**src/hdl/slil_pkg.sv**
```systemverilog
package slil_pkg;

  localparam int SLIL_CAPACITY = 64;
  localparam int VALUE_W       = 32;
  localparam int POS_W         = 6;
  localparam int KIND_W        = 2;
  localparam int STATUS_W      = 3;
  localparam int COUNT_OUT_W   = 7;

  typedef enum logic [KIND_W-1:0] {
    REQ_INSERT = 2'd0,
    REQ_DELETE = 2'd1,
    REQ_CLEAR  = 2'd2,
    REQ_READ   = 2'd3
  } req_t;

  typedef enum logic [STATUS_W-1:0] {
    ST_INSERTED  = 3'd0,
    ST_DELETED   = 3'd1,
    ST_NOT_FOUND = 3'd2,
    ST_FULL      = 3'd3,
    ST_CLEARED   = 3'd4,
    ST_READ_DONE = 3'd5
  } status_t;

  // broadcast from the sequencer to every cell
  typedef struct packed {
    logic                      eval;
    logic                      shift_ins;
    logic                      shift_del;
    logic signed [VALUE_W-1:0] val;
  } cell_ctl_t;

  // compare results held in each cell between evaluate and apply
  typedef struct packed {
    logic after;  // insert slot lies at or before this cell
    logic ge;     // live entry >= value
    logic eq;     // entry == value
    logic pick;   // read position hits this cell
  } cell_flag_t;

endpackage

```
**src/hdl/slil_cell.sv**
```systemverilog
module slil_cell (
  input  logic                               clk,
  input  slil_pkg::cell_ctl_t                ctl,
  input  logic                               live,
  input  logic                               pick,
  input  logic signed [slil_pkg::VALUE_W-1:0] left_value,
  input  slil_pkg::cell_flag_t               left_flag,
  input  logic signed [slil_pkg::VALUE_W-1:0] right_value,
  output logic signed [slil_pkg::VALUE_W-1:0] value,
  output slil_pkg::cell_flag_t               flag,
  output logic                               match,
  output logic        [slil_pkg::VALUE_W-1:0] rd_term
);
  import slil_pkg::*;

  logic signed [VALUE_W-1:0] value_r, value_nxt;
  cell_flag_t                flag_r, flag_nxt;

  always_comb begin
    flag_nxt = flag_r;
    if (ctl.eval) begin
      flag_nxt.after = !(live && (value_r <= ctl.val));
      flag_nxt.ge    = live && (value_r >= ctl.val);
      flag_nxt.eq    = (value_r == ctl.val);
      flag_nxt.pick  = pick;
    end
  end

  // insert: shift right from the slot on; delete: shift left from the match on
  always_comb begin
    value_nxt = value_r;
    priority if (ctl.shift_ins && flag_r.after) begin
      value_nxt = left_flag.after ? left_value : ctl.val;
    end else if (ctl.shift_del && flag_r.ge) begin
      value_nxt = right_value;
    end
  end

  always_ff @(posedge clk) begin
    value_r <= value_nxt;
    flag_r  <= flag_nxt;
  end

  assign value   = value_r;
  assign flag    = flag_r;
  // first entry >= value that is also equal: the one to delete
  assign match   = flag_r.ge && !left_flag.ge && flag_r.eq;
  assign rd_term = flag_r.pick ? value_r : '0;

endmodule

```
**config.mk**
```make
export PLATFORM = sky130hd
export DESIGN_NAME = slil_cell
export DESIGN_NICKNAME = d
export VERILOG_FILES = /design/src/hdl/slil_pkg.sv /design/src/hdl/slil_cell.sv
export SDC_FILE = /design/constraint.sdc
export NUM_CORES = 1
export LEC_CHECK = 0
export ABC_AREA = 1
export BUFFER_PORTS_ARGS = -buffer_cell sky130_fd_sc_hd__buf_2
export CELL_PAD_IN_SITES_DETAIL_PLACEMENT = 1
export CELL_PAD_IN_SITES_GLOBAL_PLACEMENT = 1
export CORE_UTILIZATION = 26
export CTS_CLUSTER_DIAMETER = 40
export DETAILED_ROUTE_END_ITERATION = 16
export PLACE_DENSITY = 0.87
export SLEW_MARGIN = 20
export SYNTH_ARGS = -nofsm -noshare
export SYNTH_HDL_FRONTEND = slang
export SYNTH_SLANG_ARGS = --single-unit
```
**constraint.sdc**
```tcl
create_clock -name clk -period 1.75 [get_ports clk]
set_input_delay 0.35 -clock clk [delete_from_list [all_inputs] [get_ports clk]]
set_output_delay 0.35 -clock clk [all_outputs]
set_load 0.05 [all_outputs]
```
* Word-level counts from Yosys, hierarchy flattened
Index checks and enable logic that the tools add are counted.
** Storage, ports and cells
- Flip-flop bits (word level) :: 36
- Bits in latches :: 0
- RAM bits :: 0
- ROM bits :: 0
- Input port bits :: 106
- Output and inout port bits :: 69
- Logic and storage cells :: 21
- Memories :: 0
** Cells by class
- Add/subtract/negate cells :: 0
- $mul :: 0
- Divide/modulo/power cells :: 0
- Magnitude comparators :: 2
- Equality and inequality tests :: 1
- Shifts and indexed selects :: 0
- Mux-type cells :: 4
- Bitwise gates (word level) :: 0
- Reductions and logical operators :: 9
** Operator list (number)
- 32-bit 2-to-1 mux :: 4
- 32-bit equality test :: 1
- 32-bit >= comparator :: 1
- 32-bit less-or-equal comparator :: 1
- 1-bit logical AND :: 6
- 1-bit zero test :: 2
- 2-bit nonzero test :: 1

* Longest topological paths before layout
- Depth in word-level cells :: 3
- Gate-level depth with buffers :: 17
- Mapped depth without buffers :: 17

* Least setup slack after synthesis
OpenSTA, ideal clock, no wires.
- Kind :: register -> register
- Start :: register flag_r, in the netlist flag[3]
- End :: register value_r[0] (netlist: value[0]), enable pin
- Library setup time :: 478 ps
- Arrival :: 1737 ps
- Required time :: 1272 ps
- Path slack :: -465 ps
- Stages on the path, launching flop included :: 4
- Path buffers :: 1
- Period minus slack after synthesis :: 2215 ps
- Cells stage by stage :: edfxtp_1 -> nand2_1 -> clkbuf_1 -> nand2_1
** On the way
- Longest elaborated chain between the ends :: 2
** Ends and longest elaborated chain
- start: declaration :: RTL line slil_cell.sv:17 : cell_flag_t flag_r, flag_nxt;
- start signal: assignment :: RTL line slil_cell.sv:41 : flag_r <= flag_nxt;
- 1-bit logical AND :: RTL line slil_cell.sv:32 : priority if (ctl.shift_ins && flag_r.after) begin
- 2-bit nonzero test (no line)
- end signal: assignment :: RTL line slil_cell.sv:40 : value_r <= value_nxt;
- end: declaration :: RTL line slil_cell.sv:16 : logic signed [VALUE_W-1:0] value_r, value_nxt;
Every way passes these cells.
A chain may end at the register's enable or synchronous reset.

* Final worst setup path
- Start :: register value_r[17] (netlist: value[17])
- End :: register flag_r, in the netlist flag[2] (data pin)
** On the way
- Longest elaborated chain between the ends :: 2
** Ends and longest elaborated chain
- 32-bit >= comparator :: RTL line slil_cell.sv:23 : flag_nxt.ge = live && (value_r >= ctl.val);
- 1-bit logical AND :: RTL line slil_cell.sv:23
Every way passes these cells.

==> results.md <==
- Pwr/cell area: about 760 mW/mm^2
- Setup TNS: -0.195 ns
- Synth Net Count: 540
- Fin crit period: ~1.8 ns
- Synth area leaders: edfxtp_1 (38%), nand2_1 (14%), ha_1 (14%)
- CTS Buf Count: 5
- CP Cell Sequence: ha_1 -> nand2_1 -> nand2_1 -> nand2_1 -> nand2_1 -> nand2_1 -> nand2_1 -> a21oi_2 -> nand2_1 -> nand2_2 -> nand3_2 -> nand2_1 -> inv_1
- Initial antenna violation count: 0
- Die height: about 110 um
- CP required: roughly 1.8 ns
- Period utilization: 1.05
- Core area: roughly 0.011 sq mm
- Ant diodes: 0
- Final setup vio count: 4
- Startpoint types: flop
- Critical Path Most Common Cell: nand2_1
- First-pass GRT wire length: around 16,000 um
- CP arrival: around 1.9 ns
- Port bufs: around 170
- Pre-CTS WS: -0.364 ns
- R2r setup slk: -0.08 ns
- Post-route ant nets: 0
- P_leak: about 0.0027 uW
- Sink Count: 36
- Failing checks: negative setup slack
- GRT Total Usage: 0.180
- Worst setup margin: -0.0840 ns
- Crit end category: flop
- Final wirelength: between 10,000 and 15,000 um
- DRC violations left: 0
- Crit Path Class: flop to flop
- Root buf cell: clkbuf_8
- Area share of the largest cell type after synthesis: 0.375
- Nets: 766
- Register area share after synthesis: 0.375
- Worst-path clk slew: 0.07 ns
- Gpl congestion: approximately 0.75
- Yosys top cell by area: edfxtp_1
- Area grow syn2layout: 60.1%
- Total gr overflow: 0
- Area after DPL: 0.00427 sq mm
- # IOs: roughly 180
- Post-Syn Area: about 0.0029 sq mm
- DPL Wire Length: between 8000 and 9000 um
- WL/cell: between 10 and 15 um
- Final core utilization: 0.426
- Avg Cell Area, Syn: 7.17 sq um
- Largest net degree at the start of global routing: 33
- Hold WC Path Type: input port to flop
- Final max-slew violation count: 0
- Vias in the first global route: between 3,000 and 4,000
- Worst Max-Slew Pin Slew: 0.271 ns
- Commonest non-fill, non-tap cell in the layout: buf_2
- Max cap viols: 0
- Final Hold Violating Endpoints: 0
- Worst path max stage delay: 0.42 ns
- Gate Count Post-Synth: about 400
- Initial Util: 0.266
- Layout cells sized above 1: 0.428
- Die Footprint: between 0.01 and 0.015 sq mm
- Worst Path Buf+Inv: 1
- Pwr Total: approximately 3500 uW
- Fmax: ~550 MHz
- Unrepaired setup endpoints after global routing: yes
- CP Max Fanout: 2
- Die width: ~110 um
- Synth cell types: 18
- Most frequent cells in the layout: buf_2 (172), nand2_1 (100), inv_1 (77)
- Clk_lat worst skew: around 0.30 ns
- Yosys Warn Count: 0
- Family with the most delay on the worst path: simple AND/OR/NAND/NOR gates
- Flops & latches, synth: 36
- CTS tree: built
- Peak supply drop: between 0.0003 and 0.0004 V
- Vias per cell: between 4 and 5
- Setup Skew: 0.0101 ns
- Drt first pass iters: 4
- Site row count: 38
- H-tree depth: 2
- Maximum buffer depth of the clock tree: 2
- Post-route cell area: ~0.0046 sq mm
- Run status: finished with violations
- Drt first-iter violations: between 70 and 80
- Worst slew margin: 0.820
- Vias: roughly 3,500
- CP max-delay cell: edfxtp_1
-- report_power, final --
group | internal [uW] | switching [uW]
clock | 278 | 317
combinational | 614 | 1170
sequential | 1080 | 64.8
total | 1970 | 1550
-- per-layer routing --
| layer | global-route usage | vias up | part of all wire |
|---|---|---|---|
| li1 | - | 1729 | - |
| met1 | 0.185 | 1642 | 0.38 |
| met2 | 0.361 | 119 | 0.55 |
| met3 | 0.0375 | 17 | 0.059 |
| met4 | 0.0489 | 0 | 0.017 |
| met5 | 0 | - | 0 |
-- worst reg2reg max path, cell delays in order (launching register included) --
cell and delay (ns):
edfxtp_1 0.42, ha_1 0.32, nand2_1 0.07, nand2_1 0.05, nand2_1 0.06, nand2_1 0.05
nand2_1 0.07, nand2_1 0.07, a21oi_2 0.17, nand2_1 0.08, nand2_2 0.08, nand3_2 0.07
nand2_1 0.06, inv_1 0.04
-- per-stage QoR --
| step | instances | hold WS, ns |
|---|---|---|
| floorplan | 402 | 0.449 |
| global placement | 748 | 0.529 |
| detailed placement | 748 | 0.538 |
| CTS | 762 | 0.222 |
| global route | 769 | 0.226 |
| finish | 769 | 0.233 |
-- logic make-up after synthesis --
| logic type | synth area share |
|---|---|
| AO/OA/AOI/OAI | 0.148 |
| adder cells (fa/ha/maj) | 0.139 |
| buffers and inverters | 0.124 |
| flip-flops | 0.375 |
| AND/OR/NAND/NOR | 0.214 |
-- registers in the layout, indices dropped and copies added, names as in the netlist --
| signal | cells |
|---|---|
| value | 32 |
| flag | 4 |
-- area by class of cell --
class                   count  area (sq um)
clock inverters             1          3.75
fillers                  1436          6230
inverters                  78           293
repair buffers            235          1360
flip-flops and latches     36          1080
multi-input cells         272          1630
clock buffers               7          76.3
well taps                 140           175
-- path summary, 6_finish.rpt --
check                           cells past startpoint       from        to
worst max-delay path                               13  value[17]   flag[2]
worst min register to register                      3    flag[2]  value[3]
worst min-delay path                                1       pick   flag[0]
worst max register to register                     13  value[17]   flag[2]
-- Yosys cell counts --
| library cell | n |
|---|---|
| nand2_1 | 108 |
| inv_1 | 78 |
| a21oi_1 | 77 |
| nor2_1 | 39 |
| edfxtp_1 | 36 |
| ha_1 | 32 |
| clkbuf_1 | 12 |
| buf_2 | 4 |
| nand3_1 | 4 |
| nor2_2 | 2 |
| o21a_1 | 2 |
| o21ai_0 | 2 |
| a21o_1 | 1 |
| a21oi_2 | 1 |
| nand2_2 | 1 |
| nand4_1 | 1 |
| nand4_2 | 1 |
| nor4_1 | 1 |
-- repair_timing --
action | CTS | global route
pin swaps | 5 | 11
resized for setup | 14 | 15
hold buffers | 0 | 0
hold endpoints to repair | 0 | 0
setup buffers | 6 | 7
setup endpoints to repair | 3 | 3
(Power assumes the default switching activity.)
